[src/sv/mda_pkg.sv]
`default_nettype none
// ----------------------------------------------------------------------------
// mda_pkg: shared types and constants for the multidimensional array core
// Item layouts, status codes, register indexes and fixed field widths.
// ----------------------------------------------------------------------------
package mda_pkg;

  // Fixed field widths
  localparam int NUM_IDX      = 4;
  localparam int MAX_DIMS     = 4;
  localparam int DATA_WIDTH   = 32;
  localparam int IDX_W        = 16;
  localparam int SIZE_W       = 13;
  localparam int CNT_W        = 3;
  localparam int STEP_W       = $clog2(NUM_IDX);
  localparam int CFG_IDX_W    = 3;
  localparam int CFG_DATA_W   = 13;

  // Default store depth for the top level
  localparam int STORE_DEPTH_DEF = 4096;

  // Configuration register indexes
  localparam logic [CFG_IDX_W-1:0] CFG_DIM_COUNT = 3'd0;
  localparam logic [CFG_IDX_W-1:0] CFG_SIZE_DIM0 = 3'd1;
  localparam logic [CFG_IDX_W-1:0] CFG_SIZE_DIM1 = 3'd2;
  localparam logic [CFG_IDX_W-1:0] CFG_SIZE_DIM2 = 3'd3;
  localparam logic [CFG_IDX_W-1:0] CFG_SIZE_DIM3 = 3'd4;

  // Operation kinds
  localparam logic KIND_READ  = 1'b0;
  localparam logic KIND_WRITE = 1'b1;

  // Result status codes
  typedef enum logic [2:0] {
    ST_OK       = 3'd0,
    ST_NO_INDEX = 3'd1,
    ST_TOO_MANY = 3'd2,
    ST_RANGE    = 3'd3,
    ST_BEYOND   = 3'd4
  } status_t;

  // Input item
  typedef struct packed {
    logic                    kind;
    logic [CNT_W-1:0]        index_count;
    logic signed [IDX_W-1:0] index0;
    logic signed [IDX_W-1:0] index1;
    logic signed [IDX_W-1:0] index2;
    logic signed [IDX_W-1:0] index3;
    logic [DATA_WIDTH-1:0]   write_word;
  } in_item_t;

  // Result item
  typedef struct packed {
    logic [DATA_WIDTH-1:0] read_word;
    status_t               status;
    logic [CNT_W-1:0]      bad_dimension;
  } out_item_t;

  // Classified operation passed from front to back (address travels beside it)
  typedef struct packed {
    logic                  kind;
    status_t               status;
    logic [CNT_W-1:0]      bad_dimension;
    logic [DATA_WIDTH-1:0] write_word;
  } op_t;

endpackage
`default_nettype wire

[src/sv/mda_queue.sv]
`default_nettype none
// ----------------------------------------------------------------------------
// mda_queue: short operation queue between front and back
// Two-entry register queue; each side moves on its own handshake.
// ----------------------------------------------------------------------------
module mda_queue #(
  parameter int W = 8
) (
  input  wire          clk,
  input  wire          rst_n,
  input  wire          push_valid,
  output logic         push_ready,
  input  wire  [W-1:0] push_data,
  output logic         pop_valid,
  input  wire          pop_ready,
  output logic [W-1:0] pop_data
);
  import mda_pkg::*;

  localparam int QDEPTH = 2;
  localparam int PW     = $clog2(QDEPTH);
  localparam int CW     = $clog2(QDEPTH + 1);

  logic [W-1:0]  ent_r [QDEPTH];
  logic [PW-1:0] wr_ptr_r;
  logic [PW-1:0] rd_ptr_r;
  logic [CW-1:0] cnt_r;
  logic          do_push;
  logic          do_pop;

  assign push_ready = (cnt_r != CW'(QDEPTH));
  assign pop_valid  = (cnt_r != '0);
  assign pop_data   = ent_r[rd_ptr_r];
  assign do_push    = push_valid && push_ready;
  assign do_pop     = pop_valid && pop_ready;

  // Store entries
  always_ff @(posedge clk) begin
    if (do_push) begin
      ent_r[wr_ptr_r] <= push_data;
    end
  end

  // Advance pointers and fill count
  always_ff @(posedge clk) begin
    if (!rst_n) begin
      wr_ptr_r <= '0;
      rd_ptr_r <= '0;
      cnt_r    <= '0;
    end else begin
      if (do_push) begin
        wr_ptr_r <= wr_ptr_r + PW'(1);
      end
      if (do_pop) begin
        rd_ptr_r <= rd_ptr_r + PW'(1);
      end
      priority if (do_push && !do_pop) begin
        cnt_r <= cnt_r + CW'(1);
      end else if (do_pop && !do_push) begin
        cnt_r <= cnt_r - CW'(1);
      end
    end
  end

endmodule
`default_nettype wire

[config.mk]
export PLATFORM = sky130hd
export DESIGN_NAME = mda_queue
export DESIGN_NICKNAME = d
export VERILOG_FILES = /design/src/sv/mda_pkg.sv /design/src/sv/mda_queue.sv
export SDC_FILE = /design/constraint.sdc
export NUM_CORES = 1
export LEC_CHECK = 0
export CORE_MARGIN = 2
export CORE_UTILIZATION = 56
export CTS_CLUSTER_DIAMETER = 80
export DETAILED_ROUTE_END_ITERATION = 8
export DONT_BUFFER_PORTS = 1
export GPL_TIMING_DRIVEN = 0
export PLACE_DENSITY = 0.81
export SETUP_SLACK_MARGIN = 0.05
export SYNTH_ARGS = -nofsm -noshare
export SYNTH_HDL_FRONTEND = slang
export SYNTH_SLANG_ARGS = --single-unit
[constraint.sdc]
create_clock -name clk -period 3.47 [get_ports clk]
set_input_delay 0.5205 -clock clk [delete_from_list [all_inputs] [get_ports clk]]
set_output_delay 0.5205 -clock clk [all_outputs]
set_load 0.02 [all_outputs]
==> impl_metrics.csv, run 1 <==
group,metric,value,unit
logic_synthesis,syn_area,809.5,µm²
min_path,hold_class,"in2reg",
critical_path,path_buf_inv,1,
drt,drtPass1Iterations,4,
placed_design,gp_congestion,0.5740,
placed_design,dpl_worst_slack,1.831,ns
global_route,overflow,0,
pwr,p_comb_share,31.3,%
sta,period_share,50.25,%
sta,worst_slew_pin_slew,0.3532,ns
die,pin_count,22,
critical_path,rrSetupSlack,1.79,ns
die,die_h,42.02,µm
die,start_util,60.69,%
clocking,cts_tree,"yes",
pwr,cellPowerDensity,768.5,nW/µm²
clocking,cts_sinks,21,
critical_path,r2r_end,"cnt_r[1]",
sta,setup-violations-final,0,
drt,route.detailed.drc,0,
drt,met3_length,85,µm
logic_synthesis,syn-num-nets,63,
global_route,grt_pass1_wl,1897,µm
drt,num_vias,387,
critical_path,worstPathArrival,1.22,ns
sta,max_slew_margin,76.45,%
drt,viasPerCell,5.609,
pwr,seqPwrFrac,52.1,%
clocking,cts-root-buf,"clkbuf_4",
placed_design,dp_hpwl,818.8,µm
critical_path,cp_num_cells,2,
logic_synthesis,ys_ff_latch,21,
clocking,clk_latency,0.29,ns
final_layout,fin_util,64.07,%
min_path,worstHoldEndpoint,"ent_r[0][2]",
critical_path,path_delay_family,"multiplexers",
critical_path,critPathRequiredTime,2.95,ns
min_path,min-delay-start,"push_data[2]",
pwr,p_total,0.6568,mW
critical_path,rr_startpoint,"cnt_r[0]",
run_status,status,"completed",
global_route,grt_start_max_net_pins,12,
drt,top_layer_used,"met4",
sta,clock_skew,0.003151,ns
global_route,grt_usage,14.84,%
pwr,p_int,0.4433,mW
logic_synthesis,avgSynthCellArea,16.19,µm²
drt,wl_met2,535,µm
critical_path,timing_worst_setup_path_type,"reg2out",
drt,ant_nets,0,
critical_path,critPathMaxFanout,8,
clocking,clk_path_buf_depth,2,
clocking,htree_levels,1,
sta,finalCriticalPeriod,1.744,ns
clocking,cts.repair.resized,0,
final_layout,nNetsFinal,68,
die,die-area,1766,µm²
flow_run,cap_violations,0,
pwr,power.leakage,0.3105,nW
clocking,post_cts_buffers,0,
clocking,hold_buffers,0,
drt,drt_iter0_markers,8,
drt,wl,1134,µm
critical_path,slowest_stage,"mux2_2",
clocking,path_clk_slew,0.10,ns
pwr,vdd.ir_drop.worst,0.5363,mV
drt,wl_met1,485,µm
critical_path,endpoint_kind,"output port",
die,fp.dieW,42.02,µm
clocking,numCtsBuffers,3,
logic_synthesis,synth.yosys.seq_area_share,71.72,%
logic_synthesis,yosysWarnings,0,
global_route,grt_pass1_vias,393,
logic_synthesis,synth_cells,50,
sta,hold_viol_final,0,
drt,wl_per_cell,16.43,µm
sta,slew_violations,0,
pwr,p_sw,0.2135,mW
global_route,antenna_found_initial,0,
final_layout,syn_to_final_growth,5.564,%
placed_design,numPortBuffers,0,
final_layout,antennaDiodeCount,0,
sta,rsz0062_at_grt,"no",
pwr,swShare,32.50,%
critical_path,start_kind,"register",
die,core.rowCount,13,
die,core,1334,µm²
final_layout,layout-drive-gt1-share,27.78,%
sta,fin_setup_tns,0,ns
sta,setup_slack,1.726,ns
critical_path,path_cells,"buf_2 -> mux2_2",
sta,max_freq,0.5735,GHz
logic_synthesis,ys_types,17,
critical_path,rr_worst_depth,5,
min_path,holdPathStages,0,
critical_path,slowest_delay,0.42,ns
pwr,clockPowerShare,16.6,%
-- final cells by class --
cell class | count | area [µm²]
tap | 15 | 18.77
buffer | 1 | 5.005
clock buffer | 4 | 26.28
fill | 98 | 479.2
sequential | 21 | 580.6
multi-input combinational | 26 | 216.5
inverter | 2 | 7.507
-- logic make-up (layout without fill, tap and decap cells) --
family / Yosys count / in the layout / share of synthesized area, %
buf+inv: 3 / 7 / 1.545
simple gates: 9 / 9 / 7.112
mux: 8 / 8 / 11.13
xor+xnor: 3 / 3 / 3.246
fa+ha+maj: 1 / 1 / 1.545
flops: 21 / 21 / 71.72
compound gates: 5 / 5 / 3.710
-- routing by layer --
layer	vias up	track usage [%]
met2	21	23.13
met4	0	7.500
met1	173	19.53
met3	4	3.448
li1	189	-
met5	-	0
-- worst max-delay path by stage --
stage	from	to	slack (ns)
final	register	pop_data[4]	1.73
after global routing	register	pop_data[4]	1.66
after CTS	register	pop_data[4]	1.70
after detailed placement	cnt_r[0]	cnt_r[1]	1.83
after global placement	cnt_r[0]	cnt_r[1]	1.88
after floorplan	cnt_r[0]	cnt_r[1]	1.93
-- power by group through the flow --
stage	Sequential, mW	Clock (mW)	Combinational, mW
2_1_floorplan	0.341	0	0.185
3_3_place_gp	0.345	0	0.203
3_5_place_dp	0.348	0	0.208
4_1_cts	0.343	0.111	0.209
5_1_grt	0.349	0.122	0.226
6_report	0.342	0.109	0.205
-- cell usage in the layout, fill, tap and decap left out, drive strengths merged --
| master | count |
|---|---|
| ha | 1 |
| nor2 | 3 |
| clkbuf | 4 |
| buf | 1 |
| o21ai | 2 |
| inv | 2 |
| or2 | 1 |
| nand3b | 1 |
| and2 | 1 |
| dfxtp | 5 |
| edfxtp | 16 |
| xor2 | 3 |
| a21oi | 2 |
| a21bo | 1 |
| or3 | 1 |
| and3 | 1 |
| nand2b | 1 |
| mux2 | 8 |
-- synthesized netlist by cell type --
library cell / number / share of area [%]
nor2_1: 3 / 1.4
a21oi_1: 2 / 1.2
or3_1: 1 / 0.77
buf_2: 1 / 0.62
ha_1: 1 / 1.5
inv_1: 2 / 0.93
nand3b_1: 1 / 0.93
edfxtp_1: 16 / 59
o21ai_0: 2 / 1.2
nand2b_4: 1 / 1.7
and3_1: 1 / 0.77
a21bo_2: 1 / 1.2
and2_1: 1 / 0.77
xor2_1: 3 / 3.2
mux2_2: 8 / 11
dfxtp_1: 5 / 12
or2_2: 1 / 0.77
-- stage by stage --
stage / area [µm²] / cells / hold WS, ns
2_1_floorplan: 809.5 / 50 / 0.4725
3_3_place_gp: 828.3 / 65 / 0.4870
3_5_place_dp: 828.3 / 65 / 0.4976
4_1_cts: 854.6 / 69 / 0.3140
5_1_grt: 854.6 / 69 / 0.3001
6_report: 854.6 / 69 / 0.3184
-- registers in the layout, summed over array words and instances, names as in the netlist, named ones only --
| register | cells |
|---|---|
| ent_r | 16 |
| wr_ptr_r | 1 |
| rd_ptr_r | 1 |
| cnt_r | 2 |
-- worst register-to-register path: cells and delay by family, from the launching register on --
kind	cells	cell delay (ns)
and+or+nand+nor	3	0.76
DFF	1	0.37
adders and majority gates	1	0.33
AOI/OAI and AO/OA	1	0.15
Note: power is estimated with default switching activity, not from simulation.
==> inputs of run 2 (changes only) <==
- clock period: 3.47 -> 1.8 ns (I/O delays scaled with it)
==> impl_metrics.csv, run 2 (same netlist as run 1, synthesis figures left out) <==
group,metric,value,unit
sta,rsz0062_at_grt,"no",
drt,wl_per_cell,16.48,µm
sta,max_slew_margin,76.45,%
die,core,1334,µm²
drt,num_vias,387,
die,pin_count,22,
final_layout,fillers,97,
clocking,cts_tree,"yes",
run_status,status,"completed",
drt,viasPerCell,5.609,
sta,setup-violations-final,0,
global_route,grt_pass1_vias,393,
clocking,cts.repair.resized,0,
critical_path,endpoint_kind,"register",
placed_design,placed_area,828.3,µm²
sta,worst_slew_pin_slew,0.3532,ns
clocking,htree_levels,1,
min_path,holdPathStages,0,
pwr,vdd.ir_drop.worst,1.034,mV
die,start_util,60.69,%
global_route,antenna_found_initial,0,
sta,max_freq,0.6050,GHz
final_layout,syn_to_final_growth,5.873,%
critical_path,timing_worst_setup_path_type,"reg2reg",
clocking,cts-root-buf,"clkbuf_4",
final_layout,nNetsFinal,68,
critical_path,rr_worst_depth,5,
sta,fin_setup_tns,0,ns
pwr,power.leakage,0.3111,nW
die,die-area,1766,µm²
drt,drtPass1Iterations,4,
global_route,grt_start_max_net_pins,12,
clocking,clk_path_buf_depth,2,
clocking,path_clk_slew,0.10,ns
sta,clock_skew,0.003316,ns
sta,slew_violations,0,
final_layout,regMostFlops,"ent_r",
placed_design,numPortBuffers,0,
drt,route.detailed.drc,0,
die,core.rowCount,13,
sta,hold_viol_final,0,
drt,ant_nets,0,
flow_run,cap_violations,0,
placed_design,dp_hpwl,818.8,µm
die,die_h,42.02,µm
critical_path,worstPathArrival,1.87,ns
global_route,overflow,0,
clocking,cts_sinks,21,
final_layout,antennaDiodeCount,0,
clocking,numCtsBuffers,3,
final_layout,mostFrequentLayoutCells,"edfxtp_1 (16), mux2_2 (8)",
final_layout,final_cell_area,857.1,µm²
clocking,post_cts_buffers,0,
global_route,grt_usage,14.84,%
clocking,clk_latency,0.29,ns
critical_path,critPathRequiredTime,2.02,ns
min_path,hold_class,"in2reg",
drt,wl,1137,µm
clocking,hold_buffers,0,
final_layout,largest_reg_flops,16,
critical_path,critPathMaxFanout,5,
die,fp.dieW,42.02,µm
placed_design,gp_congestion,0.5740,
sta,finalCriticalPeriod,1.653,ns
global_route,grt_pass1_wl,1897,µm
critical_path,rrSetupSlack,0.15,ns
critical_path,start_kind,"register",
pwr,cellPowerDensity,1482,nW/µm²
final_layout,top_regs,"ent_r (16), cnt_r (2)",
final_layout,final_common_cell,"edfxtp_1",
drt,drt_iter0_markers,8,
sta,period_share,91.82,%
final_layout,layout-drive-gt1-share,31.48,%
[run 2: worst max-delay path, cell delays in order, from the launching register on]
cell and delay (ns):
dfxtp_2 0.36, nand2b_4 0.19, and2_1 0.17, ha_1 0.33
or3_1 0.38, a21oi_1 0.15
[run 2: layout make-up]
cell class / count / area (µm²) / area share, %
flip-flops and latches: 21 / 583.1 / 68.03
inverters: 2 / 7.507 / 0.8759
well taps: 15 / 18.77 / 2.190
multi-input cells: 26 / 216.5 / 25.26
plain buffers: 1 / 5.005 / 0.5839
clock buffers: 4 / 26.28 / 3.066
[run 2: final timing paths]
| check | start | to |
|---|---|---|
| max | cnt_r[0] | cnt_r[1] |
| min | push_data[2] | ent_r[0][2] |
| max reg2reg | cnt_r[0] | cnt_r[1] |
| min reg2reg | rd_ptr_r | rd_ptr_r |
[run 2: per-layer routing]
metal | GRT usage (%) | vias to the layer above | routed length, µm
li1 | - | 189 | -
met1 | 19.53 | 173 | 494
met2 | 23.13 | 21 | 531
met3 | 3.448 | 4 | 84
met4 | 7.500 | 0 | 28
met5 | 0 | - | 0
[run 2: power by group]
group	total (mW)	switching, mW	internal [mW]
sequential	0.664	0.0450	0.619
clock	0.210	0.124	0.0861
combinational	0.396	0.242	0.154
total	1.27	0.411	0.859
[run 2: per-stage QoR]
step	hold slack, ns	std cells	power, mW	worst slack, ns	utilization, %
2_1_floorplan	0.3689	50	1.016	0.2579	-
3_3_place_gp	0.3689	65	1.056	0.2147	62.10
3_5_place_dp	0.3689	65	1.071	0.1613	62.10
4_1_cts	0.06351	69	1.278	0.1236	64.07
5_1_grt	0.04960	69	1.350	0.06770	64.26
6_report	0.06775	69	1.270	0.1472	64.26
==> inputs of run 3 (changes only) <==
- RECOVER_POWER: default -> 100
==> impl_metrics.csv, run 3 (same netlist as run 1, synthesis figures left out) <==
group,metric,value,unit
placed_design,placed_area,828.3,µm²
final_layout,mostFrequentLayoutCells,"edfxtp_1 (16), mux2_2 (7), dfxtp_1 (4)",
drt,num_vias,387,
sta,rsz0062_at_grt,"no",
final_layout,antennaDiodeCount,0,
die,fp.dieW,42.02,µm
min_path,min-delay-start,"push_data[2]",
die,die_h,42.02,µm
critical_path,rr_worst_depth,5,
placed_design,dpl_worst_slack,0.1613,ns
sta,clock_skew,0.003317,ns
min_path,holdPathStages,0,
critical_path,r2r_end,"cnt_r[1]",
final_layout,nNetsFinal,68,
clocking,path_clk_slew,0.10,ns
final_layout,largest_reg_flops,16,
drt,viasPerCell,5.609,
clocking,clk_latency,0.29,ns
pwr,cellPowerDensity,1479,nW/µm²
final_layout,fin_util,64.07,%
drt,route.detailed.drc,0,
sta,finalCriticalPeriod,1.680,ns
clocking,clk_path_buf_depth,2,
critical_path,path_cells,"clkbuf_1 -> mux2_1",
min_path,hold_class,"in2reg",
sta,setup-violations-final,0,
placed_design,dp_hpwl,818.8,µm
die,pin_count,22,
clocking,post_cts_buffers,0,
sta,max_freq,0.5954,GHz
critical_path,slowest_stage,"mux2_1",
drt,drtPass1Iterations,4,
global_route,antenna_found_initial,0,
clocking,cts_tree,"yes",
final_layout,multiInputGateArea,216.5,µm²
clocking,htree_levels,1,
critical_path,critPathMaxFanout,8,
critical_path,start_kind,"register",
pwr,vdd.ir_drop.worst,1.033,mV
die,core.rowCount,13,
sta,fin_setup_tns,0,ns
flow_run,cap_violations,0,
final_layout,final_cell_area,854.6,µm²
clocking,cts-root-buf,"clkbuf_4",
sta,slew_violations,0,
die,start_util,60.69,%
critical_path,rr_startpoint,"cnt_r[0]",
global_route,grt_pass1_vias,393,
final_layout,fillers,97,
placed_design,dpl.cell_count,65,
drt,drt_iter0_markers,8,
run_status,status,"completed",
pwr,power.leakage,0.3072,nW
critical_path,rrSetupSlack,0.12,ns
clocking,cts_sinks,21,
global_route,grt_usage,14.84,%
critical_path,path_delay_family,"multiplexers",
drt,wl_per_cell,16.49,µm
critical_path,timing_worst_setup_path_type,"reg2out",
die,die-area,1766,µm²
sta,period_share,93.31,%
critical_path,path_buf_inv,1,
final_layout,top_regs,"ent_r (16), cnt_r (2)",
critical_path,critPathRequiredTime,1.53,ns
final_layout,syn_to_final_growth,5.564,%
global_route,grt_start_max_net_pins,12,
clocking,numCtsBuffers,3,
sta,max_slew_margin,71.48,%
final_layout,regMostFlops,"ent_r",
placed_design,gp_congestion,0.5740,
sta,worst_slew_pin_slew,0.4277,ns
drt,ant_nets,0,
placed_design,numPortBuffers,0,
final_layout,fin_cells,69,
final_layout,final_common_cell,"edfxtp_1",
critical_path,slowest_delay,0.46,ns
final_layout,layout-drive-gt1-share,25.93,%
global_route,grt_pass1_wl,1897,µm
sta,setup_slack,0.1204,ns
clocking,hold_buffers,0,
drt,wl,1138,µm
die,core,1334,µm²
sta,hold_viol_final,0,
min_path,worstHoldEndpoint,"ent_r[0][2]",
global_route,overflow,0,
critical_path,worstPathArrival,1.41,ns
critical_path,endpoint_kind,"output port",
final_layout,regArea,581.8,µm²
[run 3: cell count changes in the layout (fill, tap and decap cells not counted)]
cell / delta
clkbuf_1: +1
dfxtp_1: +1
dfxtp_2: -1
mux2_2: -1
buf_2: -1
mux2_1: +1
[run 3: stage by stage]
step,hold WS (ns),power [mW]
after floorplan,0.3689,1.016
after global placement,0.3689,1.056
after detailed placement,0.3689,1.071
after CTS,0.06351,1.278
after global routing,0.04960,1.343
final,0.06775,1.264
[run 3: final cells by class]
cell class	count	share of cell area, %
buffer	1	0.4392
sequential	21	68.08
tap	15	2.196
inverter	2	0.8785
clock buffer	4	3.075
multi-input combinational	26	25.33
[run 3: metal layers]
metal	track usage (%)	routed length, µm	part of all wire, %	up-vias
li1	-	-	-	189
met1	19.53	497	44	173
met2	23.13	527	46	21
met3	3.448	84	7.4	4
met4	7.500	28	2.5	0
met5	0	0	0	-
[run 3: repair_timing]
| action | in CTS | in global routing |
|---|---|---|
| endpoints found under the hold margin | 0 | 0 |
| endpoints found under the setup margin | 0 | 1 |
| gates resized for setup | 0 | 2 |
[run 3: worst max-delay path by stage]
stage	end	start	cells past startpoint	slack [ns]
floorplan	cnt_r[1]	cnt_r[0]	5	0.26
global placement	cnt_r[1]	cnt_r[0]	5	0.21
detailed placement	cnt_r[1]	cnt_r[0]	5	0.16
CTS	cnt_r[1]	cnt_r[0]	5	0.12
global route	cnt_r[1]	cnt_r[0]	5	0.04
finish	pop_data[6]	register	2	0.12
[run 3: report_power, final]
| part | total (mW) | internal, mW | switching (mW) |
|---|---|---|---|
| clock network | 0.210 | 0.0861 | 0.124 |
| logic | 0.392 | 0.149 | 0.242 |
| registers | 0.662 | 0.617 | 0.0453 |
[run 3: worst register-to-register path, cell delays in order (launching register included)]
cell and delay [ns]:
dfxtp_1 0.37, nand2b_4 0.20, and2_1 0.17, ha_1 0.33
or3_1 0.38, a21oi_1 0.15
