$ cat src/sv/mda_pkg.sv
`default_nettype none
// ----------------------------------------------------------------------------
// mda_pkg: shared types and constants for the multidimensional array core
// Item layouts, status codes, register indexes and fixed field widths.
// ----------------------------------------------------------------------------
package mda_pkg;

  // Fixed field widths
  localparam int NUM_IDX      = 4;
  localparam int MAX_DIMS     = 4;
  localparam int DATA_WIDTH   = 32;
  localparam int IDX_W        = 16;
  localparam int SIZE_W       = 13;
  localparam int CNT_W        = 3;
  localparam int STEP_W       = $clog2(NUM_IDX);
  localparam int CFG_IDX_W    = 3;
  localparam int CFG_DATA_W   = 13;

  // Default store depth for the top level
  localparam int STORE_DEPTH_DEF = 4096;

  // Configuration register indexes
  localparam logic [CFG_IDX_W-1:0] CFG_DIM_COUNT = 3'd0;
  localparam logic [CFG_IDX_W-1:0] CFG_SIZE_DIM0 = 3'd1;
  localparam logic [CFG_IDX_W-1:0] CFG_SIZE_DIM1 = 3'd2;
  localparam logic [CFG_IDX_W-1:0] CFG_SIZE_DIM2 = 3'd3;
  localparam logic [CFG_IDX_W-1:0] CFG_SIZE_DIM3 = 3'd4;

  // Operation kinds
  localparam logic KIND_READ  = 1'b0;
  localparam logic KIND_WRITE = 1'b1;

  // Result status codes
  typedef enum logic [2:0] {
    ST_OK       = 3'd0,
    ST_NO_INDEX = 3'd1,
    ST_TOO_MANY = 3'd2,
    ST_RANGE    = 3'd3,
    ST_BEYOND   = 3'd4
  } status_t;

  // Input item
  typedef struct packed {
    logic                    kind;
    logic [CNT_W-1:0]        index_count;
    logic signed [IDX_W-1:0] index0;
    logic signed [IDX_W-1:0] index1;
    logic signed [IDX_W-1:0] index2;
    logic signed [IDX_W-1:0] index3;
    logic [DATA_WIDTH-1:0]   write_word;
  } in_item_t;

  // Result item
  typedef struct packed {
    logic [DATA_WIDTH-1:0] read_word;
    status_t               status;
    logic [CNT_W-1:0]      bad_dimension;
  } out_item_t;

  // Classified operation passed from front to back (address travels beside it)
  typedef struct packed {
    logic                  kind;
    status_t               status;
    logic [CNT_W-1:0]      bad_dimension;
    logic [DATA_WIDTH-1:0] write_word;
  } op_t;

endpackage
`default_nettype wire

$ cat src/sv/mda_front.sv
`default_nettype none
// ----------------------------------------------------------------------------
// mda_front: item intake, bounds checks and row-major address formation
// Holds the configuration registers, classifies each item and builds the
// linear address with one multiply-add per dimension, then hands it on.
// ----------------------------------------------------------------------------
module mda_front #(
  parameter int STORE_DEPTH = mda_pkg::STORE_DEPTH_DEF,
  parameter int AW          = $clog2(STORE_DEPTH)
) (
  input  wire                             clk,
  input  wire                             rst_n,
  input  wire                             start,
  input  mda_pkg::in_item_t               in_item,
  output logic                            busy,
  input  wire                             clearing,
  input  wire                             cfg_valid,
  input  wire [mda_pkg::CFG_IDX_W-1:0]    cfg_index,
  input  wire [mda_pkg::CFG_DATA_W-1:0]   cfg_data,
  output logic                            push_valid,
  input  wire                             push_ready,
  output mda_pkg::op_t                    push_op,
  output logic [AW-1:0]                   push_addr
);
  import mda_pkg::*;

  localparam int SW = AW + SIZE_W + 1;

  typedef enum logic [1:0] {
    F_IDLE,
    F_CALC,
    F_PUSH
  } fstate_t;

  fstate_t                 state_r;
  in_item_t                item_r;
  logic [STEP_W-1:0]       step_r;
  logic [AW-1:0]           acc_r;
  op_t                     op_r;
  logic [AW-1:0]           addr_r;
  logic [CNT_W-1:0]        dim_count_r;
  logic [SIZE_W-1:0]       size_r [NUM_IDX];

  logic signed [IDX_W-1:0] idx [NUM_IDX];
  logic [NUM_IDX-1:0]      fail;
  status_t                 cls_status;
  logic [CNT_W-1:0]        cls_bad;
  logic [SW-1:0]           sum_nxt;
  logic                    over;
  logic                    last;
  logic                    accept;

  assign accept     = start && !busy;
  assign busy       = (state_r != F_IDLE) || clearing;
  assign push_valid = (state_r == F_PUSH);
  assign push_op    = op_r;
  assign push_addr  = addr_r;

  assign idx[0] = item_r.index0;
  assign idx[1] = item_r.index1;
  assign idx[2] = item_r.index2;
  assign idx[3] = item_r.index3;

  // Check each index against its extent; negative indexes always fail
  always_comb begin
    for (int i = 0; i < NUM_IDX; i++) begin
      fail[i] = idx[i][IDX_W-1] ||
                ({1'b0, idx[i][IDX_W-2:0]} >= {{(IDX_W-SIZE_W){1'b0}}, size_r[i]});
    end
  end

  // Classify the count, then report the highest failing given dimension
  always_comb begin
    cls_status = ST_OK;
    cls_bad    = '0;
    if (item_r.index_count == '0) begin
      cls_status = ST_NO_INDEX;
    end else if ((item_r.index_count > dim_count_r) ||
                 (int'(item_r.index_count) > MAX_DIMS) ||
                 (int'(item_r.index_count) > NUM_IDX)) begin
      cls_status = ST_TOO_MANY;
    end else begin
      for (int i = 0; i < NUM_IDX; i++) begin
        if ((CNT_W'(i) < item_r.index_count) && fail[i]) begin
          cls_status = ST_RANGE;
          cls_bad    = CNT_W'(i + 1);
        end
      end
    end
  end

  // One Horner step: acc * extent + index
  always_comb begin
    sum_nxt = SW'(acc_r) * SW'(size_r[step_r]) + SW'(idx[step_r][IDX_W-2:0]);
    over    = (sum_nxt >= SW'(STORE_DEPTH));
    last    = ((CNT_W'(step_r) + CNT_W'(1)) == item_r.index_count);
  end

  // Accept, iterate over dimensions, hand the operation to the queue
  always_ff @(posedge clk) begin
    if (!rst_n) begin
      state_r     <= F_IDLE;
      dim_count_r <= CNT_W'(1);
      for (int i = 0; i < NUM_IDX; i++) begin
        size_r[i] <= SIZE_W'(1);
      end
    end else begin
      if (cfg_valid) begin
        unique case (cfg_index)
          CFG_DIM_COUNT: dim_count_r <= cfg_data[CNT_W-1:0];
          CFG_SIZE_DIM0: size_r[0]   <= cfg_data[SIZE_W-1:0];
          CFG_SIZE_DIM1: size_r[1]   <= cfg_data[SIZE_W-1:0];
          CFG_SIZE_DIM2: size_r[2]   <= cfg_data[SIZE_W-1:0];
          CFG_SIZE_DIM3: size_r[3]   <= cfg_data[SIZE_W-1:0];
          default: ;
        endcase
      end

      unique case (state_r)
        F_IDLE: begin
          if (accept) begin
            item_r  <= in_item;
            step_r  <= '0;
            acc_r   <= '0;
            state_r <= F_CALC;
          end
        end
        F_CALC: begin
          op_r.kind          <= item_r.kind;
          op_r.write_word    <= item_r.write_word;
          op_r.bad_dimension <= cls_bad;
          if (cls_status != ST_OK) begin
            op_r.status <= cls_status;
            state_r     <= F_PUSH;
          end else if (over) begin
            op_r.status <= ST_BEYOND;
            state_r     <= F_PUSH;
          end else if (last) begin
            op_r.status <= ST_OK;
            addr_r      <= sum_nxt[AW-1:0];
            state_r     <= F_PUSH;
          end else begin
            acc_r  <= sum_nxt[AW-1:0];
            step_r <= step_r + STEP_W'(1);
          end
        end
        F_PUSH: begin
          if (push_ready) begin
            state_r <= F_IDLE;
          end
        end
        default: state_r <= F_IDLE;
      endcase
    end
  end

endmodule
`default_nettype wire

$ cat config.mk
export PLATFORM = sky130hd
export DESIGN_NAME = mda_front
export DESIGN_NICKNAME = d
export VERILOG_FILES = /design/src/sv/mda_pkg.sv /design/src/sv/mda_front.sv
export SDC_FILE = /design/constraint.sdc
export NUM_CORES = 1
export LEC_CHECK = 0
export ABC_AREA = 1
export BUFFER_PORTS_ARGS = -buffer_cell sky130_fd_sc_hd__buf_2
export CORE_ASPECT_RATIO = 0.75
export CORE_MARGIN = 4
export CORE_UTILIZATION = 27
export CTS_BUF_LIST = sky130_fd_sc_hd__clkbuf_8
export DETAILED_ROUTE_END_ITERATION = 6
export PLACE_DENSITY = 0.47
export SYNTH_ARGS = -nofsm -noshare
export SYNTH_HDL_FRONTEND = slang
export SYNTH_SLANG_ARGS = --single-unit
$ cat constraint.sdc
create_clock -name clk -period 8.9 [get_ports clk]
set_input_delay 1.78 -clock clk [delete_from_list [all_inputs] [get_ports clk]]
set_output_delay 1.78 -clock clk [all_outputs]
set_load 0.005 [all_outputs]
==> results of run 1 <==
==> state kept, by name, indices dropped and copies added (netlist names), 3 cells and up, named ones only <==
name         count
acc_r           12
dim_count_r      3
idx             64
item_r          36
push_addr       12
push_op         39
size_r          52
==> how the worst max path moves through the flow <==
stage                                          to  slack [ns]  cells past startpoint
after global routing          step_r[0]$_DFFE_PP_        0.90                     29
after detailed placement   acc_r[8]$_SDFFCE_PN0P_        1.51                     27
after floorplan                  idx[0]$_DFFE_PP_        1.87                      3
after global placement    acc_r[11]$_SDFFCE_PN0P_        1.57                     28
after CTS                 acc_r[11]$_SDFFCE_PN0P_        1.54                     29
final                     acc_r[11]$_SDFFCE_PN0P_        1.45                     27
==> per-stage QoR <==
step | util, % | instance area [sq um]
after floorplan | - | 15800
after global placement | 30.5 | 17600
after detailed placement | 30.5 | 17600
after CTS | 31.7 | 18300
after global routing | 31.7 | 18300
final | 31.7 | 18300
==> critical path, delay by kind of cell (launching register included) <==
family,cells,cell delay (ns)
simple gates,12,1.60
xor+xnor,1,0.27
compound gates,2,0.24
flops,1,0.92
buf+inv,6,1.01
fa+ha+maj,6,3.06
==> cell type report <==
type	count	area [sq um]
antenna	2	5.00
clock buffer	36	495
clock inverter	25	169
fill	6076	39400
inverter	348	1310
multi-input combinational	1065	7730
sequential	224	6660
tap	780	976
timing repair buffer	182	931
==> logic make-up after synthesis <==
group                    count (synthesis)
XOR/XNOR                                12
buffers and inverters                  376
adder cells (fa/ha/maj)                252
AND/OR/NAND/NOR                        664
flip-flops                             224
AO/OA/AOI/OAI                          137
==> Yosys cell counts (all sizes together) <==
master	n
a21o	1
a21oi	75
a32o	11
and3	1
buf	6
clkbuf	22
clkinv	3
dfxtp	7
edfxtp	217
fa	125
ha	127
inv	345
nand2	369
nand3	38
nand3b	14
nand4	13
nor2	219
nor3	5
nor3b	2
nor4	2
o211ai	1
o21a	1
o21ai	44
o21bai	1
o22ai	3
or2	1
xnor2	10
xor2	2
==> metal layers <==
| layer | vias to the layer above | part of all wire, % |
|---|---|---|
| li1 | 5654 | - |
| met4 | 0 | 0.92 |
| met3 | 41 | 10 |
| met1 | 5785 | 50 |
| met2 | 447 | 38 |
| met5 | - | 0 |
==> metrics.txt, run 1 <==
busiest grt layer=met1; max_cap viols=0; Hold Path Class=reg -> reg; terminus of the critical flop-to-flop path=acc_r[11]$_SDFFCE_PN0P_; most frequent cells in the layout=nand2_1, inv_1, edfxtp_1; met3 usage=roughly 4.7%; Unique masters post-synth=39; Placed Cells=around 2,600; Synth Instances=between 1,500 and 2,000; starting DRC count in detailed routing=around 1,200; first-pass GRT wire length=72.9 mm; status=finished, final reports clean; layout cells sized above 1=roughly 14%; I/O Buffers=174; overall routing resource usage=between 15 and 20%; compound-cell area share of the yosys netlist=4.80%; CTS sink count=224; Clock Skew=roughly 0.04 ns; Detailed Route WL=between 40 and 50 mm; Worst-path clk slew=0.06 ns; Synth top area share=between 40% and 50%; flops & latches, synth=around 220; post-synthesis simple-gate area fraction=approximately 17%; WP data arrival=between 7 and 8 ns; Syn Nets=between 2,000 and 2,500; biggest area consumer among synthesized cells=edfxtp_1; initial core utilization=27.4%; synth top area cells=edfxtp_1, fa_1, ha_1, nand2_1, inv_1; Crit-path slowest cell=dfxtp_1; Setup crit end kind=flip-flop; grt total ovfl=0; Fin. Hold Viols=0; Post-CTS Hold Fix Bufs=0; Die Y=between 200 and 250 um; Die Area=between 60,000 and 70,000 sq um; Worst Setup Path Type=reg -> reg; Reg2Reg Depth=27; crit-path max FO=33; CTS root buffer=clkbuf_8; RSZ-0062 raised after global routing=false; clock tree from TritonCTS=done; synth-to-layout area growth=15.8%; Seq/Total Area, Yosys=42.2%; post-synthesis mux area share=0%; Core ar.=between 50,000 and 60,000 sq um; initial antenna violation count=3; pin count of the biggest net entering global routing=between 60 and 70; gpl congestion=just under 0.9; Data required, critical path=9.08 ns; hold path cells=0; fin worst setup slack=about 1.4 ns; post-CTS setup buffer count=0; crit path time final=between 7 and 8 ns; most common cell after layout, fill and taps aside=nand2_1; setup TNS=0 ns; Vias/cell=around 4.5; met1 usage=between 20 and 25%; post-cts resize count=0; Die Span X=about 290 um; largest family of logic cells by synthesized area=adder cells; Post-Synth Adder-Cell Area=25.9%; Post-Synth XOR/XNOR Area=less than 1%; Worst Hold Path EP=push_op[7]$_DFFE_PP_; reg-to-reg slack, setup=approximately 1.4 ns; Post-Layout Cell Count=about 2,700; mean area per synthesized cell=~9.5 sq um; # DRC=0; DRT Pass-1 Iters=6; CTS buffer count=36; GR Util met2=20.7%; slew margin rel.=28.4%; wire per inst=17.9 um; mapped cell area=between 15,000 and 20,000 sq um; Max Buffers Root-to-Sink=3; # nets final=between 2,000 and 2,500; CP max stage delay=about 0.92 ns; via count=roughly 12,000; hold slack=approximately 0.4 ns; most used cell along the critical path=nand2_1; htree depth=2; Worst Tran Pin Value=between 1 and 1.5 ns; hold path startpoint=item_r[7]$_DFFE_PP_; DRT antenna net count=0; fmax=roughly 130 MHz; pre-CTS WS=1.51 ns; vias in the first global route=approximately 12,000; Final period util=83.7%; detailed placer's ending HPWL=between 30 and 40 mm; # rows=76; final setup fails=0; element type at the critical path start=flip-flop; Synth warnings=0; fin. max-slew vios=0; # IOs=between 150 and 200; worst skew pair latency=0.56 ns
Power of run 1 is left out: the tool's default activity adds up to more than one toggle a clock period on the data nets, which glitch-free logic cannot reach.
==> run 2: changes to the inputs <==
--- a/config.mk
+++ b/config.mk
@@ -12,7 +12,7 @@
 export CORE_UTILIZATION = 27
 export CTS_BUF_LIST = sky130_fd_sc_hd__clkbuf_8
 export DETAILED_ROUTE_END_ITERATION = 6
-export PLACE_DENSITY = 0.47
+export PLACE_DENSITY = 0.48
 export SYNTH_ARGS = -nofsm -noshare
 export SYNTH_HDL_FRONTEND = slang
 export SYNTH_SLANG_ARGS = --single-unit
==> constraint.sdc (replaced) <==
create_clock -name clk -period 6.1 [get_ports clk]
set_input_delay 1.22 -clock clk [delete_from_list [all_inputs] [get_ports clk]]
set_output_delay 1.22 -clock clk [all_outputs]
set_load 0.005 [all_outputs]
==> run 2 against run 1 <==
Net effect:
- register-to-register slack lost 1.5 ns
- final area grew 12%
- critical path depth grew 3
- count of clock-buffer cells in the layout up 3
- utilization up 3.8 points
- the flow now finishes with violations (negative setup slack)
- global-route usage is 0.92 points higher
==> metrics.txt, run 2 (synthesis gave the netlist of run 1 again) <==
Worst-path clk slew=~0.070 ns; Vias/cell=4.46; Die Span X=approximately 290 um; Max Buffers Root-to-Sink=3; wire per inst=around 18 um; # nets final=between 2,000 and 2,500; # DRC=0; synth-to-layout area growth=29.5%; Die Y=approximately 220 um; element type at the critical path start=flip-flop; initial core utilization=27.4%; Core ar.=around 58,000 sq um; layout cells sized above 1=roughly 28%; vias in the first global route=between 10,000 and 15,000; I/O Buffers=approximately 170; CP max stage delay=between 0.5 and 0.6 ns; WP data arrival=~6.5 ns; htree depth=2; status=finished with violations; max reg flops=64; Antenna diodes=0; grt total ovfl=0; crit-path max FO=7; CTS buffer count=37; CTS root buffer=clkbuf_8; fin worst setup slack=-0.102 ns; Die Area=approximately 62,000 sq um; first-pass GRT wire length=a little under 80 mm; Fin. Hold Viols=0; crit path time final=6.20 ns; Worst Tran Pin Value=around 1.1 ns; most common cell after layout, fill and taps aside=inv_1; overall routing resource usage=between 15 and 20%; Setup crit end kind=flip-flop; fmax=~160 MHz; gpl congestion=around 0.89; Design Area, Final=a little over 20,000 sq um; dpl cell area=about 19,000 sq um; pin count of the biggest net entering global routing=between 70 and 80; Filler cells=just under 6,000; CTS sink count=224; Data required, critical path=about 6.4 ns; # rows=76; DRT antenna net count=0; # IOs=approximately 180; fin. max-slew vios=0; Hold Path Class=reg -> reg; failing checks=negative setup slack; slew margin rel.=26.4%; detailed placer's ending HPWL=around 41 mm; clock tree from TritonCTS=done; RSZ-0062 raised after global routing=true; max_cap viols=0; most frequent cells in the layout=inv_1, nand2_1, edfxtp_1; Final period util=102%; initial antenna violation count=1; worst skew pair latency=0.60 ns; DRT Pass-1 Iters=5; Post-CTS Hold Fix Bufs=0; via count=between 10,000 and 15,000; Worst Setup Path Type=reg -> reg; most used cell along the critical path=fa_1; Clock Skew=0.0737 ns; starting DRC count in detailed routing=976; Crit-path slowest cell=fa_2; Detailed Route WL=slightly above 50 mm; final setup fails=29
-- run 2: changes by cell type in the layout (fill, tap and decap cells not counted), sizes merged --
cell / change
diode: -2
clkbuf: +5
buf: +159
inv: +10
clkinv: -8
-- run 2: area by class of cell --
cell class | instances | area, sq um | share of cell area (%)
Clock buffer | 39 | 537 | 2.63
Multi-Input combinational cell | 1065 | 8350 | 40.8
Inverter | 348 | 1320 | 6.43
Clock inverter | 27 | 179 | 0.875
Tap cell | 780 | 976 | 4.77
Timing Repair Buffer | 343 | 2420 | 11.9
Sequential cell | 224 | 6660 | 32.6
-- run 2: through the flow --
| stage | util, % | TNS, ns | setup WS [ns] | cells | hold slack, ns |
|---|---|---|---|---|---|
| CTS | 35.1 | -0.286 | -0.0442 | 2818 | 0.385 |
| global route | 35.5 | -9.49 | -0.331 | 2826 | 0.400 |
| finish | 35.5 | -1.99 | -0.102 | 2826 | 0.381 |
| floorplan | - | 0 | 0.0576 | 1665 | 0.400 |
| global placement | 32.4 | -10.33 | -0.348 | 2726 | 0.400 |
| detailed placement | 32.4 | -13.12 | -0.437 | 2726 | 0.405 |
-- run 2: layer usage --
metal,wire [um],global-route usage (%),up-vias
met5,0,0,-
met2,19600,22.4,427
met3,5220,5.61,39
met1,25400,25.2,6146
li1,-,-,5978
met4,424,2.00,0
-- run 2: worst max-delay path, delay by kind of cell, from the launching register on --
family	cells	cell delay, ns
adder cells (fa/ha/maj)	6	2.86
flip-flops	1	0.36
AND/OR/NAND/NOR	13	1.46
buffers and inverters	9	1.04
AO/OA/AOI/OAI	2	0.20
-- run 2: worst paths after layout --
| check | startpoint | endpoint | slack, ns | cells after the start |
|---|---|---|---|---|
| min | item_r[8]$_DFFE_PP_ | push_op[8]$_DFFE_PP_ | 0.38 | 0 |
| max reg2reg | flip-flop | acc_r[6]$_SDFFCE_PN0P_ | -0.10 | 30 |
| min reg2reg | item_r[8]$_DFFE_PP_ | push_op[8]$_DFFE_PP_ | 0.38 | 0 |
| max | flip-flop | acc_r[6]$_SDFFCE_PN0P_ | -0.10 | 30 |
-- run 2: what timing repair did --
action                                  in CTS  in global routing
gates resized for setup                    178                 46
buffers inserted                            22                  6
gates cloned                                 4                  2
endpoints found under the setup margin      34                 34
pin swaps                                   82                 40
Power of run 2 is left out for the same reason.
==> run 3: changes to the inputs <==
--- a/config.mk
+++ b/config.mk
@@ -5,14 +5,13 @@
 export SDC_FILE = /design/constraint.sdc
 export NUM_CORES = 1
 export LEC_CHECK = 0
-export ABC_AREA = 1
 export BUFFER_PORTS_ARGS = -buffer_cell sky130_fd_sc_hd__buf_2
 export CORE_ASPECT_RATIO = 0.75
 export CORE_MARGIN = 4
 export CORE_UTILIZATION = 27
 export CTS_BUF_LIST = sky130_fd_sc_hd__clkbuf_8
 export DETAILED_ROUTE_END_ITERATION = 6
-export PLACE_DENSITY = 0.48
+export PLACE_DENSITY = 0.49
 export SYNTH_ARGS = -nofsm -noshare
 export SYNTH_HDL_FRONTEND = slang
 export SYNTH_SLANG_ARGS = --single-unit
==> run 3 against run 2 <==
Net effect:
- the flow still finishes with violations (negative setup slack)
- worst setup slack got worse by 0.54 ns
- flip-flop and latch count did not move
- die area fell by 2.8%
- register-to-register slack got worse by 0.54 ns
- count of clock-buffer cells in the layout is 3 lower
- final area shrank 5.6%
- synthesized cell count shrank 24%
- critical path depth shrank 10
- critical path type unchanged
- largest cell class unchanged
==> metrics.txt, run 3 <==
grt total ovfl=0; element type at the critical path start=flip-flop; terminus of the critical flop-to-flop path=acc_r[11]$_SDFFCE_PN0P_; Syn Nets=between 1,500 and 2,000; DRT antenna net count=0; mapped cell area=about 15,000 sq um; Main synth FF type=edfxtp_1; Crit Reg-Reg Startpoint=size_r[0][6]$_SDFFCE_PN0P_; final setup fails=34; max_cap viols=0; Detailed Route WL=44.1 mm; Clock Skew=0.0398 ns; Synth async-reset ratio=0%; # DRC=0; Data required, critical path=about 6.4 ns; DRT Pass-1 Iters=5; post-layout util=around a third; flops & latches, synth=roughly 220; fin worst setup slack=-0.646 ns; # rows=75; Die Y=214 um; detailed placer's ending HPWL=36.7 mm; via count=between 10,000 and 15,000; Max Buffers Root-to-Sink=3; setup TNS=-20.60 ns; most common cell after layout, fill and taps aside=edfxtp_1; Die Span X=283 um; Unique masters post-synth=a little under 70; pre-CTS WS=-0.681 ns; hold slack=around 0.38 ns; Die Area=about 61,000 sq um; Fin. Hold Viols=0; gpl congestion=0.863; htree depth=2; overall routing resource usage=~15%; # IOs=around 180; mean area per synthesized cell=roughly 12 sq um; count leader, synth=edfxtp_1; crit-path max FO=14; failing checks=negative setup slack; # nets final=between 1,500 and 2,000; Synth warnings=0; Worst Tran Pin Value=roughly 1.1 ns; pin count of the biggest net entering global routing=75; I/O Buffers=approximately 170; status=finished with violations; first-pass GRT wire length=67.6 mm; worst skew pair latency=~0.57 ns; RSZ-0062 raised after global routing=true; reg-to-reg slack, setup=-0.65 ns; vias in the first global route=between 10,000 and 15,000; Setup crit end kind=flip-flop; wire per inst=between 15 and 20 um; Seq/Total Area, Yosys=43.4%; crit path time final=6.75 ns; fin. max-slew vios=0; synth-to-layout area growth=25.9%; worst setup path end=acc_r[11]$_SDFFCE_PN0P_; CP startpoint=size_r[0][6]$_SDFFCE_PN0P_; initial antenna violation count=1; max reg flops=64; Synth Instances=about 1,300; slew margin rel.=25.9%; Final period util=111%; WP data arrival=around 7 ns; Antenna diodes=0; Vias/cell=4.46; Core ar.=56,000 sq um; Synth top area share=a little over two fifths; most frequent cells after synthesis=edfxtp_1, inv_1, and2_1; CTS buffer count=36; Worst-path clk slew=approximately 0.060 ns; biggest area consumer among synthesized cells=edfxtp_1; Worst Setup Path Type=reg -> reg; layout cells sized above 1=30.1%; Hold Path Class=reg -> reg; starting DRC count in detailed routing=640; CTS sink count=~220; Reg2Reg Depth=20; most frequent cells in the layout=edfxtp_1, inv_1, buf_2; EDFF count, synth=217; initial core utilization=around 27%; synth top area cells=edfxtp_1, fa_1, ha_1, and2_1, inv_1; clock tree from TritonCTS=done; Post-CTS Hold Fix Bufs=0; fmax=approximately 150 MHz; CTS root buffer=clkbuf_8
run 3: cells by family after synthesis:
family	synth area share (%)
simple gates	12.5
mux	4.38
fa+ha+maj	26.7
buf+inv	6.34
compound gates	5.53
flops	43.4
xor+xnor	1.09
run 3: timing repair:
item | in CTS | in global routing
endpoints found under the setup margin | 34 | 34
gates resized for setup | 27 | 20
setup buffers | 8 | 6
pin swaps | 10 | 4
run 3: through the flow:
step	std cells	instance area (sq um)
after floorplan	1264	15600
after global placement	2265	18400
after detailed placement	2265	18400
after CTS	2334	19200
after global routing	2340	19300
final	2340	19300
run 3: routing by layer:
layer | wire length, um | GRT usage [%]
met1 | 22100 | 21.9
met2 | 18600 | 21.4
met3 | 2420 | 2.99
met4 | 893 | 3.31
met5 | 0 | 0
run 3: worst min-delay path by stage:
stage	to	cells past startpoint	start
2_1_floorplan	push_op[0]$_DFFE_PP_	0	item_r[0]$_DFFE_PP_
3_3_place_gp	push_op[15]$_DFFE_PP_	0	item_r[15]$_DFFE_PP_
3_5_place_dp	push_op[27]$_DFFE_PP_	0	item_r[27]$_DFFE_PP_
4_1_cts	push_op[19]$_DFFE_PP_	0	item_r[19]$_DFFE_PP_
5_1_grt	push_op[19]$_DFFE_PP_	0	item_r[19]$_DFFE_PP_
6_report	push_op[19]$_DFFE_PP_	0	item_r[19]$_DFFE_PP_
run 3: area by class of cell:
type / instances / area (sq um)
fillers: 5558 / 36700
multi-input cells: 790 / 8100
flip-flops and latches: 224 / 6660
repair buffers: 324 / 2200
well taps: 731 / 915
inverters: 210 / 788
clock buffers: 36 / 495
clock inverters: 25 / 136
run 3: worst max-delay path: stages (launching register included):
cell	delay, ns
edfxtp_1	0.46
mux4_2	0.58
buf_4	0.18
buf_4	0.14
and2_1	0.16
fa_1	0.48
fa_1	0.53
fa_1	0.44
fa_1	0.58
fa_1	0.47
ha_4	0.33
buf_4	0.14
nand4_1	0.20
o211ai_4	0.29
nand2_2	0.11
a21o_1	0.18
a311oi_2	0.25
nand4_2	0.21
or3_4	0.40
a21oi_4	0.15
buf_12	0.16
Power of run 3 is left out for the same reason.
